==> src/load_cell_rolling_average_scale_macros.svh <==
// assertion macros used by the rolling average scale top file
`ifndef LOAD_CELL_ROLLING_AVERAGE_SCALE_MACROS_SVH
`define LOAD_CELL_ROLLING_AVERAGE_SCALE_MACROS_SVH

// consequent checked in the same cycle as the antecedent
`define LCRAS_ASSERT_NOW(name, clk, rst, ante, cons, msg) \
   name: assert property (@(posedge clk) disable iff (rst) (ante) |-> (cons)) \
      else $error(msg);

// consequent checked in the cycle after the antecedent
`define LCRAS_ASSERT_NEXT(name, clk, rst, ante, cons, msg) \
   name: assert property (@(posedge clk) disable iff (rst) (ante) |=> (cons)) \
      else $error(msg);

`endif

==> src/lcras_pkg.sv <==
// shared types and constants of the load cell rolling average scale
package lcras_pkg;

   // field widths
   localparam int SAMPLE_W   = 24;
   localparam int TARED_W    = 25;
   localparam int WEIGHT_W   = 32;
   localparam int WIN_W      = 7;
   localparam int CAL_W      = 24;
   localparam int FRAC_SHIFT = 16;

   // shared divider sizing
   localparam int DVD_W  = TARED_W + FRAC_SHIFT;
   localparam int DVS_W  = CAL_W;
   localparam int STEP_W = 6;

   // csr map
   localparam int CSR_IDX_W  = 2;
   localparam int CSR_ADDR_W = 4;
   localparam int CSR_DATA_W = 32;
   localparam logic [CSR_IDX_W-1:0] REG_WINDOW_LENGTH      = 2'd0;
   localparam logic [CSR_IDX_W-1:0] REG_TARE_OFFSET        = 2'd1;
   localparam logic [CSR_IDX_W-1:0] REG_CALIBRATION_FACTOR = 2'd2;

   // reset values
   localparam logic [WIN_W-1:0]           WINDOW_RESET = 7'd16;
   localparam logic signed [SAMPLE_W-1:0] TARE_RESET   = 24'sd0;
   localparam logic [CAL_W-1:0]           CAL_RESET    = 24'd256;

   // weight clamp values
   localparam logic [WEIGHT_W-1:0] WEIGHT_MAX = 32'h7fff_ffff;
   localparam logic [WEIGHT_W-1:0] WEIGHT_MIN = 32'h8000_0000;

   typedef enum logic [2:0] {
      ST_IDLE,
      ST_UPDATE,
      ST_AVG_GO,
      ST_AVG_WAIT,
      ST_WT_GO,
      ST_WT_WAIT,
      ST_PUBLISH
   } state_type;

   typedef struct packed {
      logic capture;
      logic update;
      logic avg_start;
      logic avg_finish;
      logic wt_start;
      logic publish;
   } cmd_type;

   typedef struct packed {
      logic div_idle;
      logic out_free;
   } status_type;

endpackage

==> src/lcras_ram.sv <==
// generic single write port ram with registered read
module lcras_ram #(
   parameter int WIDTH = 24,
   parameter int DEPTH = 64
) (
   input  logic                     clock,
   input  logic                     wr_en,
   input  logic [$clog2(DEPTH)-1:0] wr_addr,
   input  logic [WIDTH-1:0]         wr_data,
   input  logic                     rd_en,
   input  logic [$clog2(DEPTH)-1:0] rd_addr,
   output logic [WIDTH-1:0]         rd_data
);

   logic [WIDTH-1:0] mem_ff [DEPTH];
   logic [WIDTH-1:0] rd_data_ff;

   always_ff @(posedge clock) begin
      if (wr_en) begin
         mem_ff[wr_addr] <= wr_data;
      end
      if (rd_en) begin
         rd_data_ff <= mem_ff[rd_addr];
      end
   end

   assign rd_data = rd_data_ff;

endmodule

==> src/lcras_div.sv <==
// shared restoring divider, one quotient bit per cycle
module lcras_div (
   input  logic                             clock,
   input  logic                             reset,
   input  logic                             start,
   input  logic [lcras_pkg::STEP_W-1:0]     steps,
   input  logic [lcras_pkg::DVD_W-1:0]      dividend,
   input  logic [lcras_pkg::DVS_W-1:0]      divisor,
   output logic                             idle,
   output logic [lcras_pkg::DVD_W-1:0]      quotient
);

   logic [lcras_pkg::DVD_W-1:0]  quo_ff, quo_in;
   logic [lcras_pkg::DVS_W-1:0]  rem_ff, rem_in;
   logic [lcras_pkg::DVS_W-1:0]  dvs_ff;
   logic [lcras_pkg::STEP_W-1:0] cnt_ff;
   logic [lcras_pkg::DVS_W:0]    trial;
   logic [lcras_pkg::DVS_W:0]    diff;
   logic                         fits;

   // dividend is left aligned, so after the last step the quotient fills quo_ff
   always_comb begin
      trial  = {rem_ff, quo_ff[lcras_pkg::DVD_W-1]};
      fits   = trial >= {1'b0, dvs_ff};
      diff   = trial - {1'b0, dvs_ff};
      rem_in = fits ? diff[lcras_pkg::DVS_W-1:0] : trial[lcras_pkg::DVS_W-1:0];
      quo_in = {quo_ff[lcras_pkg::DVD_W-2:0], fits};
   end

   always_ff @(posedge clock) begin
      if (reset) begin
         cnt_ff <= '0;
      end else if (start) begin
         cnt_ff <= steps;
      end else if (cnt_ff != '0) begin
         cnt_ff <= cnt_ff - 1'b1;
      end
   end

   always_ff @(posedge clock) begin
      if (start) begin
         quo_ff <= dividend;
         rem_ff <= '0;
         dvs_ff <= divisor;
      end else if (cnt_ff != '0) begin
         quo_ff <= quo_in;
         rem_ff <= rem_in;
      end
   end

   assign idle     = (cnt_ff == '0);
   assign quotient = quo_ff;

endmodule

==> src/lcras_ctrl.sv <==
// sequencing state machine for one sample
module lcras_ctrl (
   input  logic                   clock,
   input  logic                   reset,
   input  logic                   req_tvalid,
   output logic                   req_tready,
   input  lcras_pkg::status_type  status,
   output lcras_pkg::cmd_type     cmd
);

   lcras_pkg::state_type state_ff, state_in;

   always_comb begin
      state_in = state_ff;
      case (state_ff)
         lcras_pkg::ST_IDLE: begin
            if (req_tvalid) begin
               state_in = lcras_pkg::ST_UPDATE;
            end
         end
         lcras_pkg::ST_UPDATE:   state_in = lcras_pkg::ST_AVG_GO;
         lcras_pkg::ST_AVG_GO:   state_in = lcras_pkg::ST_AVG_WAIT;
         lcras_pkg::ST_AVG_WAIT: begin
            if (status.div_idle) begin
               state_in = lcras_pkg::ST_WT_GO;
            end
         end
         lcras_pkg::ST_WT_GO:    state_in = lcras_pkg::ST_WT_WAIT;
         lcras_pkg::ST_WT_WAIT: begin
            if (status.div_idle) begin
               state_in = lcras_pkg::ST_PUBLISH;
            end
         end
         lcras_pkg::ST_PUBLISH: begin
            if (status.out_free) begin
               state_in = lcras_pkg::ST_IDLE;
            end
         end
         default: state_in = lcras_pkg::ST_IDLE;
      endcase
   end

   always_comb begin
      cmd        = '0;
      req_tready = 1'b0;
      case (state_ff)
         lcras_pkg::ST_IDLE: begin
            req_tready  = 1'b1;
            cmd.capture = req_tvalid;
         end
         lcras_pkg::ST_UPDATE:   cmd.update     = 1'b1;
         lcras_pkg::ST_AVG_GO:   cmd.avg_start  = 1'b1;
         lcras_pkg::ST_AVG_WAIT: cmd.avg_finish = status.div_idle;
         lcras_pkg::ST_WT_GO:    cmd.wt_start   = 1'b1;
         lcras_pkg::ST_WT_WAIT:  ;
         lcras_pkg::ST_PUBLISH:  cmd.publish    = status.out_free;
         default:                ;
      endcase
   end

   always_ff @(posedge clock) begin
      if (reset) begin
         state_ff <= lcras_pkg::ST_IDLE;
      end else begin
         state_ff <= state_in;
      end
   end

endmodule

==> src/lcras_dp.sv <==
// datapath: sample ring, running sum, divisions and result register
module lcras_dp #(
   parameter int MAX_WINDOW = 64
) (
   input  logic                                   clock,
   input  logic                                   reset,
   input  lcras_pkg::cmd_type                     cmd,
   output lcras_pkg::status_type                  status,
   input  logic                                   restart,
   input  logic signed [lcras_pkg::SAMPLE_W-1:0]  sample,
   input  logic [lcras_pkg::WIN_W-1:0]            window_length,
   input  logic signed [lcras_pkg::SAMPLE_W-1:0]  tare_offset,
   input  logic [lcras_pkg::CAL_W-1:0]            calibration_factor,
   input  logic                                   rsp_tready,
   output logic                                   rsp_tvalid,
   output logic signed [lcras_pkg::SAMPLE_W-1:0]  raw_average,
   output logic signed [lcras_pkg::TARED_W-1:0]   tared_value,
   output logic signed [lcras_pkg::WEIGHT_W-1:0]  weight,
   output logic                                   window_full,
   output logic                                   weight_saturated
);

   localparam int IDX_W = $clog2(MAX_WINDOW);
   localparam int CNT_W = $clog2(MAX_WINDOW + 1);
   localparam int SUM_W = lcras_pkg::SAMPLE_W + IDX_W;

   logic signed [lcras_pkg::SAMPLE_W-1:0] sample_ff;
   logic signed [SUM_W-1:0]               sum_ff, sum_in;
   logic [CNT_W-1:0]                      cnt_ff, cnt_in;
   logic [IDX_W-1:0]                      idx_ff, idx_in;
   logic [CNT_W-1:0]                      idx_plus;
   logic [CNT_W-1:0]                      eff_window;
   logic                                  full_ff;
   logic                                  sum_neg_ff;
   logic signed [lcras_pkg::SAMPLE_W-1:0] avg_ff, avg_in;
   logic signed [lcras_pkg::TARED_W-1:0]  tared_ff, tared_in;
   logic [lcras_pkg::SAMPLE_W-1:0]        old_sample;
   logic [SUM_W-1:0]                      abs_sum;
   logic [lcras_pkg::TARED_W-1:0]         abs_tared;
   logic [lcras_pkg::SAMPLE_W-1:0]        q_avg;
   logic [lcras_pkg::DVD_W-1:0]           div_dividend;
   logic [lcras_pkg::DVS_W-1:0]           div_divisor;
   logic [lcras_pkg::STEP_W-1:0]          div_steps;
   logic                                  div_idle;
   logic [lcras_pkg::DVD_W-1:0]           quotient;
   logic                                  wt_neg, wt_sat;
   logic [lcras_pkg::WEIGHT_W-1:0]        wt_mag, wt_val;
   logic                                  rsp_valid_ff;
   logic signed [lcras_pkg::SAMPLE_W-1:0] rsp_avg_ff;
   logic signed [lcras_pkg::TARED_W-1:0]  rsp_tared_ff;
   logic [lcras_pkg::WEIGHT_W-1:0]        rsp_weight_ff;
   logic                                  rsp_full_ff;
   logic                                  rsp_sat_ff;

   // zero counts as one, anything above the ring depth as the ring depth
   always_comb begin
      if (window_length == '0) begin
         eff_window = CNT_W'(1);
      end else if (32'(window_length) > 32'(MAX_WINDOW)) begin
         eff_window = CNT_W'(MAX_WINDOW);
      end else begin
         eff_window = CNT_W'(window_length);
      end
   end

   lcras_ram #(
      .WIDTH (lcras_pkg::SAMPLE_W),
      .DEPTH (MAX_WINDOW)
   ) u_ring (
      .clock   (clock),
      .wr_en   (cmd.update),
      .wr_addr (idx_ff),
      .wr_data (sample_ff),
      .rd_en   (cmd.capture),
      .rd_addr (idx_ff),
      .rd_data (old_sample)
   );

   // running sum: grow while filling, then swap the oldest sample out
   always_comb begin
      idx_plus = CNT_W'(idx_ff) + 1'b1;
      idx_in   = (idx_plus == eff_window) ? '0 : IDX_W'(idx_plus);
      if (cnt_ff < eff_window) begin
         cnt_in = cnt_ff + 1'b1;
         sum_in = sum_ff + SUM_W'(sample_ff);
      end else begin
         cnt_in = cnt_ff;
         sum_in = sum_ff + SUM_W'(sample_ff) - SUM_W'($signed(old_sample));
      end
   end

   always_ff @(posedge clock) begin
      if (reset || restart) begin
         sum_ff <= '0;
         cnt_ff <= '0;
         idx_ff <= '0;
      end else if (cmd.update) begin
         sum_ff <= sum_in;
         cnt_ff <= cnt_in;
         idx_ff <= idx_in;
      end
   end

   // divider operands: average first, then weight
   always_comb begin
      abs_sum   = sum_ff[SUM_W-1] ? (~sum_ff + 1'b1) : sum_ff;
      abs_tared = tared_ff[lcras_pkg::TARED_W-1] ? (~tared_ff + 1'b1) : tared_ff;
      if (cmd.wt_start) begin
         div_dividend = lcras_pkg::DVD_W'(abs_tared) << lcras_pkg::FRAC_SHIFT;
         div_divisor  = (calibration_factor == '0) ? lcras_pkg::DVS_W'(1)
                                                   : calibration_factor;
         div_steps    = lcras_pkg::STEP_W'(lcras_pkg::DVD_W);
      end else begin
         div_dividend = lcras_pkg::DVD_W'(abs_sum) << (lcras_pkg::DVD_W - SUM_W);
         div_divisor  = lcras_pkg::DVS_W'(cnt_ff);
         div_steps    = lcras_pkg::STEP_W'(SUM_W);
      end
   end

   lcras_div u_div (
      .clock    (clock),
      .reset    (reset),
      .start    (cmd.avg_start || cmd.wt_start),
      .steps    (div_steps),
      .dividend (div_dividend),
      .divisor  (div_divisor),
      .idle     (div_idle),
      .quotient (quotient)
   );

   // signed average and tare
   always_comb begin
      q_avg    = quotient[lcras_pkg::SAMPLE_W-1:0];
      avg_in   = sum_neg_ff ? (~q_avg + 1'b1) : q_avg;
      tared_in = lcras_pkg::TARED_W'(avg_in) - lcras_pkg::TARED_W'(tare_offset);
   end

   // weight sign and clamp
   always_comb begin
      wt_neg = tared_ff[lcras_pkg::TARED_W-1];
      wt_mag = quotient[lcras_pkg::WEIGHT_W-1:0];
      if (wt_neg) begin
         wt_sat = (|quotient[lcras_pkg::DVD_W-1:lcras_pkg::WEIGHT_W])
               || (quotient[lcras_pkg::WEIGHT_W-1] && (|quotient[lcras_pkg::WEIGHT_W-2:0]));
      end else begin
         wt_sat = |quotient[lcras_pkg::DVD_W-1:lcras_pkg::WEIGHT_W-1];
      end
      if (wt_sat) begin
         wt_val = wt_neg ? lcras_pkg::WEIGHT_MIN : lcras_pkg::WEIGHT_MAX;
      end else begin
         wt_val = wt_neg ? (~wt_mag + 1'b1) : wt_mag;
      end
   end

   always_ff @(posedge clock) begin
      if (cmd.capture) begin
         sample_ff <= sample;
      end
      if (cmd.update) begin
         full_ff <= (cnt_in == eff_window);
      end
      if (cmd.avg_start) begin
         sum_neg_ff <= sum_ff[SUM_W-1];
      end
      if (cmd.avg_finish) begin
         avg_ff   <= avg_in;
         tared_ff <= tared_in;
      end
      if (cmd.publish) begin
         rsp_avg_ff    <= avg_ff;
         rsp_tared_ff  <= tared_ff;
         rsp_weight_ff <= wt_val;
         rsp_full_ff   <= full_ff;
         rsp_sat_ff    <= wt_sat;
      end
   end

   always_ff @(posedge clock) begin
      if (reset) begin
         rsp_valid_ff <= 1'b0;
      end else if (cmd.publish) begin
         rsp_valid_ff <= 1'b1;
      end else if (rsp_tready) begin
         rsp_valid_ff <= 1'b0;
      end
   end

   assign status.div_idle = div_idle;
   assign status.out_free = !rsp_valid_ff || rsp_tready;

   assign rsp_tvalid       = rsp_valid_ff;
   assign raw_average      = rsp_avg_ff;
   assign tared_value      = rsp_tared_ff;
   assign weight           = rsp_weight_ff;
   assign window_full      = rsp_full_ff;
   assign weight_saturated = rsp_sat_ff;

endmodule

==> src/load_cell_rolling_average_scale.sv <==
// Load cell rolling average scale: each signed 24-bit sample word on req_ goes into a
// ring of MAX_WINDOW entries and a running sum over the last window_length samples
// (zero counts as one, values above MAX_WINDOW as MAX_WINDOW). While the window fills
// the sum only grows; once full, the oldest sample is swapped out. Every sample gives
// one rsp_ word: the average (sum over samples held, truncated toward zero), the tared
// value (average minus tare_offset) and the weight in Q.8 (tared value times 65536
// over the Q16.8 calibration factor, truncated toward zero, clamped to 32 bits, with
// a flag when clamped; a zero factor acts as one). Writing window_length, even with
// the same value, empties the window. Registers: window_length at 0x0, tare_offset at
// 0x4, calibration_factor at 0x8; write them only while no sample is in flight. Both
// divisions run on one shared restoring divider, one quotient bit per cycle, and that
// sets the rate: the next sample is taken only once both divisions of the last are
// done and its word has gone into the output register. A finished word waits in the
// output register while the next sample is taken in.
`include "load_cell_rolling_average_scale_macros.svh"

module load_cell_rolling_average_scale #(
   parameter int MAX_WINDOW = 64
) (
   input  logic                                clock,
   input  logic                                reset,
   // input words
   input  logic                                req_tvalid,
   output logic                                req_tready,
   input  logic [23:0]                         req_tdata,   // [23:0] sample
   // result words
   output logic                                rsp_tvalid,
   input  logic                                rsp_tready,
   // [23:0] raw_average, [48:24] tared_value, [80:49] weight,
   // [81] window_full, [82] weight_saturated, [87:83] zero
   output logic [87:0]                         rsp_tdata,
   // register port
   input  logic                                csr_psel,
   input  logic                                csr_penable,
   input  logic                                csr_pwrite,
   input  logic [lcras_pkg::CSR_ADDR_W-1:0]    csr_paddr,
   input  logic [lcras_pkg::CSR_DATA_W-1:0]    csr_pwdata,
   output logic [lcras_pkg::CSR_DATA_W-1:0]    csr_prdata,
   output logic                                csr_pready
);

   logic [lcras_pkg::WIN_W-1:0]           window_length_ff;
   logic signed [lcras_pkg::SAMPLE_W-1:0] tare_offset_ff;
   logic [lcras_pkg::CAL_W-1:0]           cal_factor_ff;
   logic [lcras_pkg::CSR_IDX_W-1:0]       csr_index;
   logic                                  csr_write;
   logic                                  restart;

   lcras_pkg::cmd_type    cmd;
   lcras_pkg::status_type status;

   logic signed [lcras_pkg::SAMPLE_W-1:0] raw_average;
   logic signed [lcras_pkg::TARED_W-1:0]  tared_value;
   logic signed [lcras_pkg::WEIGHT_W-1:0] weight;
   logic                                  window_full;
   logic                                  weight_saturated;

   // register port: zero wait states, word addressed
   assign csr_pready = 1'b1;
   assign csr_index  = csr_paddr[lcras_pkg::CSR_ADDR_W-1:2];
   assign csr_write  = csr_psel && csr_penable && csr_pwrite && csr_pready;
   // any write of the window length empties the window
   assign restart    = csr_write && (csr_index == lcras_pkg::REG_WINDOW_LENGTH);

   always_ff @(posedge clock) begin
      if (reset) begin
         window_length_ff <= lcras_pkg::WINDOW_RESET;
         tare_offset_ff   <= lcras_pkg::TARE_RESET;
         cal_factor_ff    <= lcras_pkg::CAL_RESET;
      end else if (csr_write) begin
         case (csr_index)
            lcras_pkg::REG_WINDOW_LENGTH:
               window_length_ff <= csr_pwdata[lcras_pkg::WIN_W-1:0];
            lcras_pkg::REG_TARE_OFFSET:
               tare_offset_ff <= csr_pwdata[lcras_pkg::SAMPLE_W-1:0];
            lcras_pkg::REG_CALIBRATION_FACTOR:
               cal_factor_ff <= csr_pwdata[lcras_pkg::CAL_W-1:0];
            default: ;  // unmapped addresses ignore writes
         endcase
      end
   end

   // read back, tare sign extended
   always_comb begin
      case (csr_index)
         lcras_pkg::REG_WINDOW_LENGTH:
            csr_prdata = lcras_pkg::CSR_DATA_W'(window_length_ff);
         lcras_pkg::REG_TARE_OFFSET:
            csr_prdata = lcras_pkg::CSR_DATA_W'(tare_offset_ff);
         lcras_pkg::REG_CALIBRATION_FACTOR:
            csr_prdata = lcras_pkg::CSR_DATA_W'(cal_factor_ff);
         default:
            csr_prdata = '0;
      endcase
   end

   // sequencer
   lcras_ctrl u_ctrl (
      .clock      (clock),
      .reset      (reset),
      .req_tvalid (req_tvalid),
      .req_tready (req_tready),
      .status     (status),
      .cmd        (cmd)
   );

   // ring, sum, shared divider and output register
   lcras_dp #(
      .MAX_WINDOW (MAX_WINDOW)
   ) u_dp (
      .clock              (clock),
      .reset              (reset),
      .cmd                (cmd),
      .status             (status),
      .restart            (restart),
      .sample             (req_tdata),
      .window_length      (window_length_ff),
      .tare_offset        (tare_offset_ff),
      .calibration_factor (cal_factor_ff),
      .rsp_tready         (rsp_tready),
      .rsp_tvalid         (rsp_tvalid),
      .raw_average        (raw_average),
      .tared_value        (tared_value),
      .weight             (weight),
      .window_full        (window_full),
      .weight_saturated   (weight_saturated)
   );

   // pack the result word, lowest field first
   assign rsp_tdata = {5'b0, weight_saturated, window_full, weight, tared_value, raw_average};

   // one sample at a time: after taking a word the block is busy
   `LCRAS_ASSERT_NEXT(a_busy_after_accept, clock, reset, req_tvalid && req_tready, !req_tready, "input taken while a sample is still in work")

   // a clamped weight is one of the two extremes
   `LCRAS_ASSERT_NOW(a_sat_extreme, clock, reset, rsp_tvalid && weight_saturated, weight == lcras_pkg::WEIGHT_MAX || weight == lcras_pkg::WEIGHT_MIN, "saturated weight not at a limit")

   // weight carries the sign of the tared value, or is zero
   `LCRAS_ASSERT_NOW(a_weight_sign, clock, reset, rsp_tvalid, weight == '0 || weight[lcras_pkg::WEIGHT_W-1] == tared_value[lcras_pkg::TARED_W-1], "weight sign differs from tared value")

endmodule
==> config.mk <==
export PLATFORM = sky130hd
export DESIGN_NAME = load_cell_rolling_average_scale
export DESIGN_NICKNAME = d
export VERILOG_FILES = /design/src/lcras_pkg.sv /design/src/lcras_ram.sv /design/src/lcras_div.sv /design/src/lcras_ctrl.sv /design/src/lcras_dp.sv /design/src/load_cell_rolling_average_scale.sv
export VERILOG_INCLUDE_DIRS = /design/src /design/src/src
export SDC_FILE = /design/constraint.sdc
export NUM_CORES = 2
export LEC_CHECK = 0
export BUFFER_PORTS_ARGS = -buffer_cell sky130_fd_sc_hd__clkbuf_2
export CELL_PAD_IN_SITES_DETAIL_PLACEMENT = 0
export CELL_PAD_IN_SITES_GLOBAL_PLACEMENT = 1
export CORE_MARGIN = 10
export CORE_UTILIZATION = 38
export DETAILED_ROUTE_END_ITERATION = 10
export PLACE_DENSITY_LB_ADDON = 0.2
export SYNTH_ARGS = -nofsm -noshare
export SYNTH_HDL_FRONTEND = slang
export SYNTH_SLANG_ARGS = --single-unit
export TNS_END_PERCENT = 1
==> constraint.sdc <==
create_clock -name clock -period 12.6 [get_ports clock]
set_input_delay 1.26 -clock clock [delete_from_list [all_inputs] [get_ports clock]]
set_output_delay 1.26 -clock clock [all_outputs]
set_load 0.02 [all_outputs]
# Word level (Yosys, flattened, before mapping)

Memories as Yosys holds them, arrays and structs flattened. A register that Yosys moved wholly into a read port is not among the register bits.
Index checks and enable logic that the tools add are counted.

Equal/unequal tests: 14
Shift-type cells: 0
Bitwise logic cells: 5
$mul: 0
Div/mod/pow operators: 0
$add $sub $neg: 11
Muxes and demuxes: 38
Reductions and logical operators: 25
Order comparisons: 3

Operators by type and width:

| kind                  | number |
|---|---|
| $mux 41               | 3 |
| $mux 32               | 3 |
| $pmux 32 s3           | 1 |
| $mux 30               | 2 |
| $mux 24               | 2 |
| $mux 7                | 5 |
| $add 32x1->32 const B | 1 |
| $not 32->32           | 1 |
| $reduce_or 31->1      | 1 |
| $add 30x1->30 const B | 1 |
| $add 30x24->30        | 1 |
| $not 30->30           | 1 |
| $sub 30x24->30        | 1 |
| $add 25x1->25 const B | 1 |
| $ge 25x24->1          | 1 |
| $mux 25               | 1 |
| $not 25->25           | 1 |
| $sub 24x24->25        | 1 |
| $add 24x1->24 const B | 1 |
| $logic_not 24->1      | 1 |
| $mux 6                | 4 |
| $not 24->24           | 1 |
| $sub 24x24->24        | 1 |
| $pmux 3 s7            | 1 |
| 30 further kinds      | 59 |

Bits in read-only memories: 0
Latch bits: 0
Bits in writable memories: 1536
Register bits after elaboration: 355
Memories kept: 1
Word-level logic and storage cells: 120
Output and inout bits: 123
Input bits: 67

Memories:

| memory             | depth | bits a word | read ports | clocked after Yosys merged registers in | write ports | line            | text |
|---|---|---|---|---|---|---|---|
| u_dp.u_ring.mem_ff | 64    | 24          | 1          | 1                                       | 1           | lcras_ram.sv:15 | `logic [WIDTH-1:0] mem_ff [DEPTH];` |

# Logic depth before layout (Yosys ltp)

Word-level depth: 6
Gate-level depth with buffers: 25
Mapped depth without buffers: 24

# By module

From an unflattened synthesis, not the netlist that was laid out.

Cells, all modules: 4991
Area, all modules: 82029.9 um^2

Modules (own cells, without submodules):

| module                          | instances | seq. area each (um^2) | area an instance (um^2) | cells an instance |
|---|---|---|---|---|
| lcras_ram                       | 1         | 46844.9               | 59535.8                 | 2610 |
| lcras_dp                        | 1         | 5625.4                | 14317.5                 | 1589 |
| lcras_div                       | 1         | 2552.4                | 5183.7                  | 477 |
| load_cell_rolling_average_scale | 1         | 1101.1                | 2771.4                  | 286 |
| lcras_ctrl                      | 1         | 60.1                  | 221.5                   | 29 |

# Least setup slack after synthesis

No wires, ideal clock.

Path kind: input to register
Start: in rsp_tready
End: reg u_dp.rsp_avg_ff, in the netlist u_dp.raw_average[0] (enable)
Cell stages on the path: 2
Setup slack: 6.981 ns
Buffers on the path: 0
Required time: 12.066 ns
Arrival time: 5.085 ns
Library setup time: 0.534 ns
Cell sequence: nand2b_1 nor2b_1

RTL lines:

| item                 | line                                  | text |
|---|---|---|
| from (decl)          | load_cell_rolling_average_scale.sv:28 | `input logic rsp_tready,` |
| to (signal assigned) | lcras_dp.sv:170                       | `rsp_avg_ff <= avg_ff;` |
| to (decl)            | lcras_dp.sv:49                        | `logic signed [lcras_pkg::SAMPLE_W-1:0] rsp_avg_ff;` |

# Worst setup path after layout

Start: reg u_dp.sample_ff[0] (netlist bit)
End: reg u_dp.sum_ff[29]

Word-level cells in the longest chain between the ends: 3

RTL lines:

| item                   | line                           | text |
|---|---|---|
| from (decl)            | lcras_dp.sv:27                 | `logic signed [lcras_pkg::SAMPLE_W-1:0] sample_ff;` |
| from (signal assigned) | lcras_dp.sv:157                | `sample_ff <= sample;` |
| $add 30x24->30 (*)     | lcras_dp.sv:85, lcras_dp.sv:88 |  |
| $sub 30x24->30         | lcras_dp.sv:88                 | `sum_in = sum_ff + SUM_W'(sample_ff) - SUM_W'($signed(old_sample));` |
| $mux 30 (*)            | lcras_dp.sv:83                 | `if (cnt_ff < eff_window) begin` |
| to (signal assigned)   | lcras_dp.sv:98                 | `sum_ff <= sum_in;` |
| to (decl)              | lcras_dp.sv:28                 | `logic signed [SUM_W-1:0] sum_ff, sum_in;` |

Every way passes the cells marked *; elsewhere a longest branch is shown, timed or not.
A chain may end at the register's enable or synchronous reset.

==> run_results.csv <==
group,metric,value,unit
status,outcome,"complete, no violations",
final_layout,stdcell_count,8315,
timing,rsz0062_at_grt,"no",
final_layout,nets,5659,
placed_design,dp_hpwl,137000,microns
floorplanning,std_cell_rows,165,
synthesis,synthFlopType,"edfxtp_1",
final_layout,finish.instance_area,88530,sq um
pwr,leakagePower,28.78,nW
floorplanning,dieArea,221600,sq um
synthesis,synth.area.mux_share,0.003517,
routing,via_per_inst,5.738,
worst_setup_path,critPathLaunchType,"flop",
worst_setup_path,cp_max_fo,65,
routing,drtPass1Iterations,5,
worst_setup_path,cpPeakStageDelay,650,ps
timing,period_needed,6165,ps
synthesis,synthXorXnorAreaFrac,0.02189,
synthesis,synth_fa_ha_area_frac,0.02029,
hold_path,holdCritStartpoint,"u_dp.avg_ff[5]$_DFFE_PP_",
floorplanning,die_width,470.8,microns
synthesis,synthCells,5248,
grt,grt_pass1_vias,46700,
clock_tree,cts_resized,0,
worst_setup_path,path_cells,"buf_4, ha_1, inv_1, fa_1, nor2b_1, o31a_1, nor2_1, o21ba_2, o21bai_1, a21oi_1, o21ai_0, a31oi_1, xnor2_1, ha_1, a21o_1, a21oi_1, nand2_1, o31a_1, a31oi_1, a41oi_1, and3_1, or4_1, a21o_1, a21oi_1",
timing,max_freq,0.1622,GHz
worst_setup_path,critPathRequiredTime,13330,ps
grt,gr-usage-all-layers,0.2038,
pwr,peakVddDrop,138.0,uV
final_layout,areaGrowthSynthToFinish,14.66,%
pwr,powerDensity,181.7,nW/um^2
synthesis,syn_avg_cell_area,14.71,sq um
synthesis,synth_top_family_by_area,"compound AO/OA/AOI/OAI gates",
grt,grt_overflow,0,
timing,fin_worst_skew,98.33,ps
placed_design,placed_area,81840,sq um
worst_setup_path,worstSetupPathType,"reg -> reg",
timing,slew_viol_final,0,
routing,first_iter_violations,4821,
flow_run,cap_violations,0,
synthesis,synth_seq_cells,1915,
clock_tree,htree_num_levels,4,
clock_tree,cts_buffers,197,
worst_setup_path,startpoint,"u_dp.sample_ff[0]$_DFFE_PP_",
routing,finalWirelength,234200,microns
synthesis,ys_async_sr_fraction,0,
worst_setup_path,cp.depth,24,
worst_setup_path,r2r-start,"u_dp.sample_ff[0]$_DFFE_PP_",
floorplanning,core,202100,sq um
worst_setup_path,crit_buf_inv,2,
grt,grt_pass1_wl,336400,microns
synthesis,synth.yosys.seq_area_share,0.7277,
timing,timing.hold.ws,417.5,ps
grt,antenna_found_initial,12,
clock_tree,clkLatencyLatePin,890,ps
timing,tightest_slew,1251,ps
synthesis,synth_largest_area_cell,"edfxtp_1",
clock_tree,tritoncts,"built",
clock_tree,cts.sinks,1915,
floorplanning,start_util,0.3820,
clock_tree,hold_buffers,0,
worst_setup_path,ff2ff_path_depth,24,
placed_design,placed_cells,7943,
clock_tree,clockBufferDepth,3,
routing,drc,0,
routing,vias,47710,
worst_setup_path,cp_top_family,"compound AO/OA/AOI/OAI gates",
routing,wl_per_cell,28.17,microns
timing,layout_setup_ws,6435,ps
synthesis,netlist_area,77210,sq um
floorplanning,io_pins,190,
worst_setup_path,crit_top_cell,"a21oi_1",
final_layout,drive_gt1_frac,0.1312,
hold_path,whs_path_depth,0,
clock_tree,cts_setup_buffers,0,
grt,grt_max_degree,91,
synthesis,synth.top_cell.area_share,0.6935,
clock_tree,root_buffer,"clkbuf_16",
timing,relSlewSlack,0.1638,
worst_setup_path,cp.arrival,6890,ps
floorplanning,die_h,470.8,microns
worst_setup_path,end_kind,"flop",
clock_tree,clk_pin_slew,60,ps
synthesis,synth_warnings,0,
synthesis,synth_edf_count,1783,
timing,finalCritPeriodShare,0.4892,
synthesis,synth_cell_types,74,
placed_design,gp_congestion,0.8047,
placed_design,pre_cts_ws,6494,ps
timing,setup_viol_count_final,0,
timing,hold_violations,0,
synthesis,yosys-top-cells-area,"edfxtp_1 69%, a22oi_1 4.7%, dfxtp_1 3.4%",
timing,setup_tns,0,ps
routing,drtAntennaViolNets,0,
placed_design,io_buffers,173,
hold_path,worstHoldPathType,"reg -> reg",
synthesis,synth-compound-area-share,0.1476,
worst_setup_path,slowest_stage,"buf_4",
synthesis,synth-simple-area-share,0.05628,
-- final cells by class --
cell class              count  area, sq um
diodes                      4        10.01
clock buffers             241         5105
clock inverters           127         1580
fillers                 18160       113600
inverters                 125        469.2
multi-input cells        2887        19600
flip-flops and latches   1915        56180
well taps                2672         3343
repair buffers            344         2237
-- cells in the mapped netlist (53+ instances only) --
cell / number
edfxtp_1: 1783
a22oi_1: 481
nand2_1: 289
a21oi_1: 287
clkbuf_1: 256
nor2_1: 239
o21ai_0: 172
a22o_1: 163
a31oi_1: 156
a221oi_1: 147
dfxtp_1: 132
inv_1: 123
ha_1: 118
xnor2_1: 109
xor2_1: 84
nand4_1: 67
buf_1: 53
-- cell families (layout without fill, tap and decap cells) --
family / after synthesis / after routing
simple gates: 901 / 901
fa+ha+maj: 123 / 123
buf+inv: 450 / 837
xor+xnor: 193 / 193
compound gates: 1637 / 1637
flops: 1915 / 1915
other cells: 2 / 10
mux: 27 / 27
-- layer usage --
metal	GRT usage	share of wire
met1	0.2807	0.44
met2	0.3362	0.48
met3	0.03375	0.065
met4	0.05038	0.024
met5	0	0.00017
-- cell usage in the layout, fill, tap and decap left out, types with 13 or more instances in the layout --
cell type  synthesis  routed
inv_1            123     122
and3_1            24      22
edfxtp_1        1783    1783
nand2_1          289     288
and2_1            29      28
nor3_1            34      33
o31ai_1           20      20
nand2b_1          23      23
a21o_1            50      50
nor2_2             0      65
o21ai_0          172     172
mux2i_1           26      26
a22oi_1          481     481
a22o_1           163     163
ha_1             118     118
o211ai_1          28      28
xor2_1            84      84
a221oi_1         147     147
o21a_1            21      21
dfxtp_1          132     132
or3_1             24      24
clkbuf_1         256      43
xnor2_1          109     109
a31oi_1          156     155
clkbuf_16          0     197
clkinv_2           0      33
a211oi_1          29      29
a21oi_1          287     286
clkbuf_2           0     173
nand4_1           67      67
nand3_1           50      50
o21bai_1          14      14
nor4_1            36      27
buf_4             15     164
bufinv_16          0      25
clkinv_1           2      46
nor2_1           239     173
clkinv_16          0      13
nor2b_1           29      28
-- sequential cells by signal, summed over array words and instances (netlist names), 25 cells and up --
name and cells:
u_dp.u_div.quotient 41, u_dp.sum_ff 30, u_dp.weight 32, u_dp.tared_ff 25
u_dp.u_ring.mem_ff 1536, u_dp.tared_value 25
-- stage by stage --
stage          total power [mW]  utilization
4_1_cts                   16.20       0.4380
2_1_floorplan             9.412            -
5_1_grt                   16.79       0.4380
3_5_place_dp              10.24       0.4049
6_report                  16.08       0.4380
3_3_place_gp              10.22       0.4049
-- where the power goes --
part           switching, mW  leakage, nW  total (mW)  internal (mW)
clock                   2.54         3.20        5.97           3.42
combinational           1.64         8.37        2.59          0.955
sequential             0.219         17.2        7.52           7.30
-- worst paths after layout --
| kind | end | slack [ps] |
|---|---|---|
| hold / removal | u_dp.raw_average[5]$_DFFE_PP_ | 420 |
| setup / recovery | u_dp.sum_ff[29]$_SDFFE_PP0P_ | 6440 |
| hold reg to reg | u_dp.raw_average[5]$_DFFE_PP_ | 420 |
| setup reg to reg | u_dp.sum_ff[29]$_SDFFE_PP0P_ | 6440 |
Note: power is estimated with default switching activity, not from simulation.
